$ cat config.mk
export PLATFORM = sky130hd
export DESIGN_NAME = fcvr_ctrl
export DESIGN_NICKNAME = d
export VERILOG_FILES = /design/src/hw/rtl/fcvr_pkg.sv /design/src/hw/rtl/fcvr_ctrl.sv
export SDC_FILE = /design/constraint.sdc
export NUM_CORES = 1
export LEC_CHECK = 0
export BUFFER_PORTS_ARGS = -buffer_cell sky130_fd_sc_hd__buf_4
export CORE_AREA = 2 2 39 41
export DETAILED_ROUTE_END_ITERATION = 16
export DIE_AREA = 0 0 41 43
export MAX_ROUTING_LAYER = met4
export PLACE_DENSITY = 0.38
export SYNTH_ARGS = -nofsm -noshare
export SYNTH_HDL_FRONTEND = slang
export SYNTH_SLANG_ARGS = --single-unit
$ cat constraint.sdc
create_clock -name clk -period 2.5 [get_ports clk]
set_input_delay 0 -clock clk [delete_from_list [all_inputs] [get_ports clk]]
set_output_delay 0 -clock clk [all_outputs]
set_load 0.005 [all_outputs]
$ cat src/hw/rtl/fcvr_pkg.sv
// Shared types and constants for the face corner vertex remap block.
`default_nettype none

package fcvr_pkg;

  // Field widths
  localparam int REG_W     = 13;  // config registers and corner indices
  localparam int IDX_W     = 14;  // final vertex index
  localparam int SRC_W     = 12;  // 0-based source attribute indices
  localparam int CODE_W    = 2;   // action and status codes
  localparam int CFG_IDX_W = 2;   // config register index

  // Config register indices
  localparam logic [CFG_IDX_W-1:0] CFG_POSITION_COUNT = 2'd0;
  localparam logic [CFG_IDX_W-1:0] CFG_TEXCOORD_COUNT = 2'd1;
  localparam logic [CFG_IDX_W-1:0] CFG_NORMAL_COUNT   = 2'd2;

  // Action codes
  localparam logic [CODE_W-1:0] ACT_REUSE = 2'd0;
  localparam logic [CODE_W-1:0] ACT_FIRST = 2'd1;
  localparam logic [CODE_W-1:0] ACT_DUP   = 2'd2;

  // Status codes
  localparam logic [CODE_W-1:0] ST_OK    = 2'd0;
  localparam logic [CODE_W-1:0] ST_RANGE = 2'd1;
  localparam logic [CODE_W-1:0] ST_FULL  = 2'd2;
  localparam logic [CODE_W-1:0] ST_SPACE = 2'd3;

  // One input corner
  typedef struct packed {
    logic [REG_W-1:0] corner_position;
    logic [REG_W-1:0] corner_texcoord;
    logic [REG_W-1:0] corner_normal;
  } corner_t;

  // One recorded (texture, normal) variant of a position
  typedef struct packed {
    logic [IDX_W-1:0] vidx;
    logic [REG_W-1:0] tex;
    logic [REG_W-1:0] nrm;
  } variant_t;

  // One result item
  typedef struct packed {
    logic [IDX_W-1:0]  final_index;
    logic [CODE_W-1:0] action;
    logic [SRC_W-1:0]  source_position;
    logic [SRC_W-1:0]  source_texcoord;
    logic [SRC_W-1:0]  source_normal;
    logic [CODE_W-1:0] status;
  } result_t;

  // Controller to datapath commands
  typedef struct packed {
    logic clear_wr;  // write one zero into the count memory
    logic accept;    // capture corner, launch memory reads
    logic commit;    // evaluate, update tables, load output register
  } fcvr_cmd_t;

  // Datapath to controller status
  typedef struct packed {
    logic clear_last;  // clearing pass is at its last entry
    logic out_block;   // output register holds an item not yet taken
  } fcvr_stat_t;

endpackage

`default_nettype wire

$ cat src/hw/rtl/fcvr_ctrl.sv
// Controller state machine: clearing pass, corner accept, evaluate/commit.
`default_nettype none

module fcvr_ctrl import fcvr_pkg::*; (
  input  logic       clk,
  input  logic       rst_n,
  input  logic       in_valid,
  output logic       in_ready,
  input  fcvr_stat_t stat,
  output fcvr_cmd_t  cmd
);

  typedef enum logic [2:0] {
    S_CLEAR = 3'b001,
    S_IDLE  = 3'b010,
    S_EVAL  = 3'b100
  } state_t;

  state_t state_r, state_nxt;

  // Commands
  assign in_ready     = (state_r == S_IDLE);
  assign cmd.clear_wr = (state_r == S_CLEAR);
  assign cmd.accept   = in_ready && in_valid;
  assign cmd.commit   = (state_r == S_EVAL) && !stat.out_block;

  // Next state
  always_comb begin
    state_nxt = state_r;
    case (state_r)
      S_CLEAR: begin
        if (stat.clear_last) state_nxt = S_IDLE;
      end
      S_IDLE: begin
        if (cmd.accept) state_nxt = S_EVAL;
      end
      S_EVAL: begin
        if (cmd.commit) state_nxt = S_IDLE;
      end
      default: begin
        state_nxt = S_CLEAR;
      end
    endcase
  end

  always_ff @(posedge clk) begin
    if (!rst_n) begin
      state_r <= S_CLEAR;
    end else begin
      state_r <= state_nxt;
    end
  end

endmodule

`default_nettype wire

==> out/qor.csv <==
stage;metric;value;unit
status;run status;finished, final reports clean;
sta;Worst slew margin;80.8;%
worst_setup_path;worst r2r dst;state_r[0];
route;WL/cell;8.28;um
synth;Synth Area per Inst;10.8;sq um
floorplan;DIE AREA;1760;sq um
synth;Yosys cell types;13;
power_and_ir_drop;Internal;0.000134;W
synth;post-synth top area cell;dfxtp_1;
sta;Setup Viol. Count Final;0;
power_and_ir_drop;Flop pwr share;34.0;%
route;Detail Route Antenna Nets;0;
synth;sequential area share after synthesis;32.7;%
grt;first-pass GRT wire length;634;um
grt;largest net degree at the start of global routing;7;
route;Routed WL;381;um
final_layout;Post-layout nets;36;
floorplan;DIE HEIGHT;43;um
grt;GRT Overall Usage;5.86;%
worst_setup_path;Setup crit start kind;flip-flop;
final_layout;ratio of cells with drive above 1 in the final layout;50.0;%
floorplan;Std-Cell Rows;14;
sta;max-slew violations;0;
worst_setup_path;critical path cell sequence;nor4b_2 -> buf_4;
synth;Yosys reg bits;3;
synth;top post-synthesis cells by area;dfxtp_1 (33%), nor3b_4 (10%), nand3b_1 (8.2%), nor4b_2 (8.2%), nand2b_1 (6.8%);
cts;H-Tree Level Count;1;
worst_setup_path;Critical Path End Type;output pin;
sta;slew at the pin closest to its max-slew limit;288;ps
power_and_ir_drop;leakage power;0.114;nW
hold_path;hold crit path type;in -> reg;
synth;Mapped Area;184;sq um
floorplan;core area;1380;sq um
place;DP Cell Count;41;
floorplan;Die Wd;41;um
route;First-pass DRT Iterations;2;
worst_setup_path;crit path max fanout;6;
final_layout;# fillers;160;
final_layout;Largest register FFs;3;
power_and_ir_drop;power density over cell area;577;nW/um^2
sta;final period utilization;47.5;%
worst_setup_path;CP Capture Point;cmd[0];
floorplan;I/O pins;9;
worst_setup_path;R2R setup slack;1420;ps
sta;Fin. Hold Viols;0;
route;DRC violations left;0;
synth;Syn Nets;22;
sta;Max Freq;0.843;GHz
power_and_ir_drop;VDD IR max;0.232;mV
cts;clk buf depth;2;
sta;TNS Setup;0;ps
grt;grt ovf;0;
worst_setup_path;critical path arrival;1190;ps
power_and_ir_drop;power share of the clock group;47.1;%
final_layout;biggest regs;state_r: 3 flops;
sta;Clock Skew;2.60;ps
sta;RSZ-0062 raised after global routing;false;
worst_setup_path;crit path kind;reg -> out;
route;vias;182;
place;IO Port Bufs;8;
route;DR vias/cell;3.96;
final_layout;commonest non-fill, non-tap cell in the layout;buf_4;
final_layout;Biggest register;state_r;
worst_setup_path;worst setup path startpoint;state_r[2];
final_layout;diode count;0;
cts;CTS Buf Count;3;
power_and_ir_drop;total power;0.000173;W
final_layout;most frequent cells in the layout;buf_4 (8), clkbuf_4 (3), dfxtp_1 (3);
final_layout;Non-Filler Instances;46;
power_and_ir_drop;NetSw;0.0000399;W
final_layout;Multi-input gate area;124;sq um
cts;clk slew on worst S/H paths;30;ps
grt;number of global-route vias before repair;164;
floorplan;Starting Density;13.3;%
worst_setup_path;WP depth;2;
worst_setup_path;critical path's top delay family;flip-flops;
final_layout;register area;60.1;sq um
cts;CTS tree;done;
worst_setup_path;Worst Path Required;2500;ps
worst_setup_path;worst reg2reg path depth;3;
final_layout;layout overhead on the synthesized area;63.3;%
job;max_cap viols;0;
worst_setup_path;worst path bufs/invs;1;
worst_setup_path;slowest CP cell;dfxtp_1;
synth;cells after synthesis;17;
cts;root buffer cell;clkbuf_4;
synth;Synth top area share;32.7;%
cts;Clock Sinks;3;
route;DR iter-0 viols;2;
sta;min Tclk post-route;1190;ps
power_and_ir_drop;Switching Fraction;23.0;%
place;global placement routability congestion;0.578;
worst_setup_path;slowest stage delay, CP;460;ps
grt;initial antenna violation count;0;
synth;Yosys warning count;0;
cts;worst-skew pair later-pin latency;230;ps
power_and_ir_drop;combinational power share;18.8;%
worst_setup_path;FF-to-FF Start;state_r[0];
## power by group through the flow
stage	clock (W)	combinational [W]	sequential [W]
4_1_cts	0.0000863	0.0000330	0.0000589
3_5_place_dp	0	0.0000316	0.0000596
6_report	0.0000817	0.0000327	0.0000590
5_1_grt	0.0000915	0.0000359	0.0000597
3_3_place_gp	0	0.0000317	0.0000595
2_1_floorplan	0	0.0000180	0.0000586
## repair_timing
| item | CTS | global route |
|---|---|---|
| buffers inserted | 0 | 0 |
| endpoints found under the hold margin | 1 | 0 |
| endpoints found under the setup margin | 0 | 0 |
| hold buffers | 1 | 0 |
| gates resized for setup | 0 | 0 |
## worst min-delay path, delay by kind of cell
family / cells / cell delay [ps]
buf+inv: 1 / 120
compound gates: 1 / 50
simple gates: 1 / 70
## worst min path at each step
stage	startpoint	endpoint	slack (ps)	cells past startpoint
after floorplan	stat[0]	cmd[0]	30	1
after global placement	rst_n	state_r[0]	190	2
after detailed placement	rst_n	state_r[0]	190	2
after CTS	stat[1]	state_r[0]	60	3
after global routing	in_valid	state_r[2]	60	3
final	stat[0]	state_r[2]	60	3
## cell usage after synthesis
cell type	instances
o2bb2ai_1	1
nor2b_1	1
nor3b_4	1
xnor2_1	1
nand3b_1	2
nand2_1	1
nor4b_2	1
nand2b_1	2
and2_2	1
a21oi_1	1
nor3b_2	1
o311a_1	1
dfxtp_1	3
## cell type report
class / instances / area share (%)
clock buffers: 4 / 8.75
repair buffers: 9 / 23.3
flip-flops and latches: 3 / 20.0
multi-input cells: 14 / 41.3
well taps: 16 / 6.67
## through the flow
step / utilization [%] / setup slack (ps) / hold slack, ps / instance area (sq um)
after global routing: 21.7 / 1240 / 62.5 / 300
after global placement: 19.1 / 1440 / 194 / 264
after CTS: 21.7 / 1300 / 55.7 / 300
after detailed placement: 19.1 / 1430 / 192 / 264
final: 21.7 / 1310 / 61.2 / 300
after floorplan: - / 1480 / 30.5 / 184
## kinds of logic (layout without fill, tap and decap cells)
family	Yosys count	after routing	synth area share, %
AO/OA/AOI/OAI	3	3	12.9
XOR/XNOR	1	1	4.76
buffers and inverters	0	13	0
flip-flops	3	3	32.7
AND/OR/NAND/NOR	10	10	49.7
## per-layer routing
layer  part of all wire (%)  wire (um)  GRT usage (%)
met1                     48        183           7.37
met5                      0          0              -
met3                     16         62           4.71
met4                      0          0           4.00
met2                     35        134           5.94
Note: power is estimated with default switching activity, not from simulation.
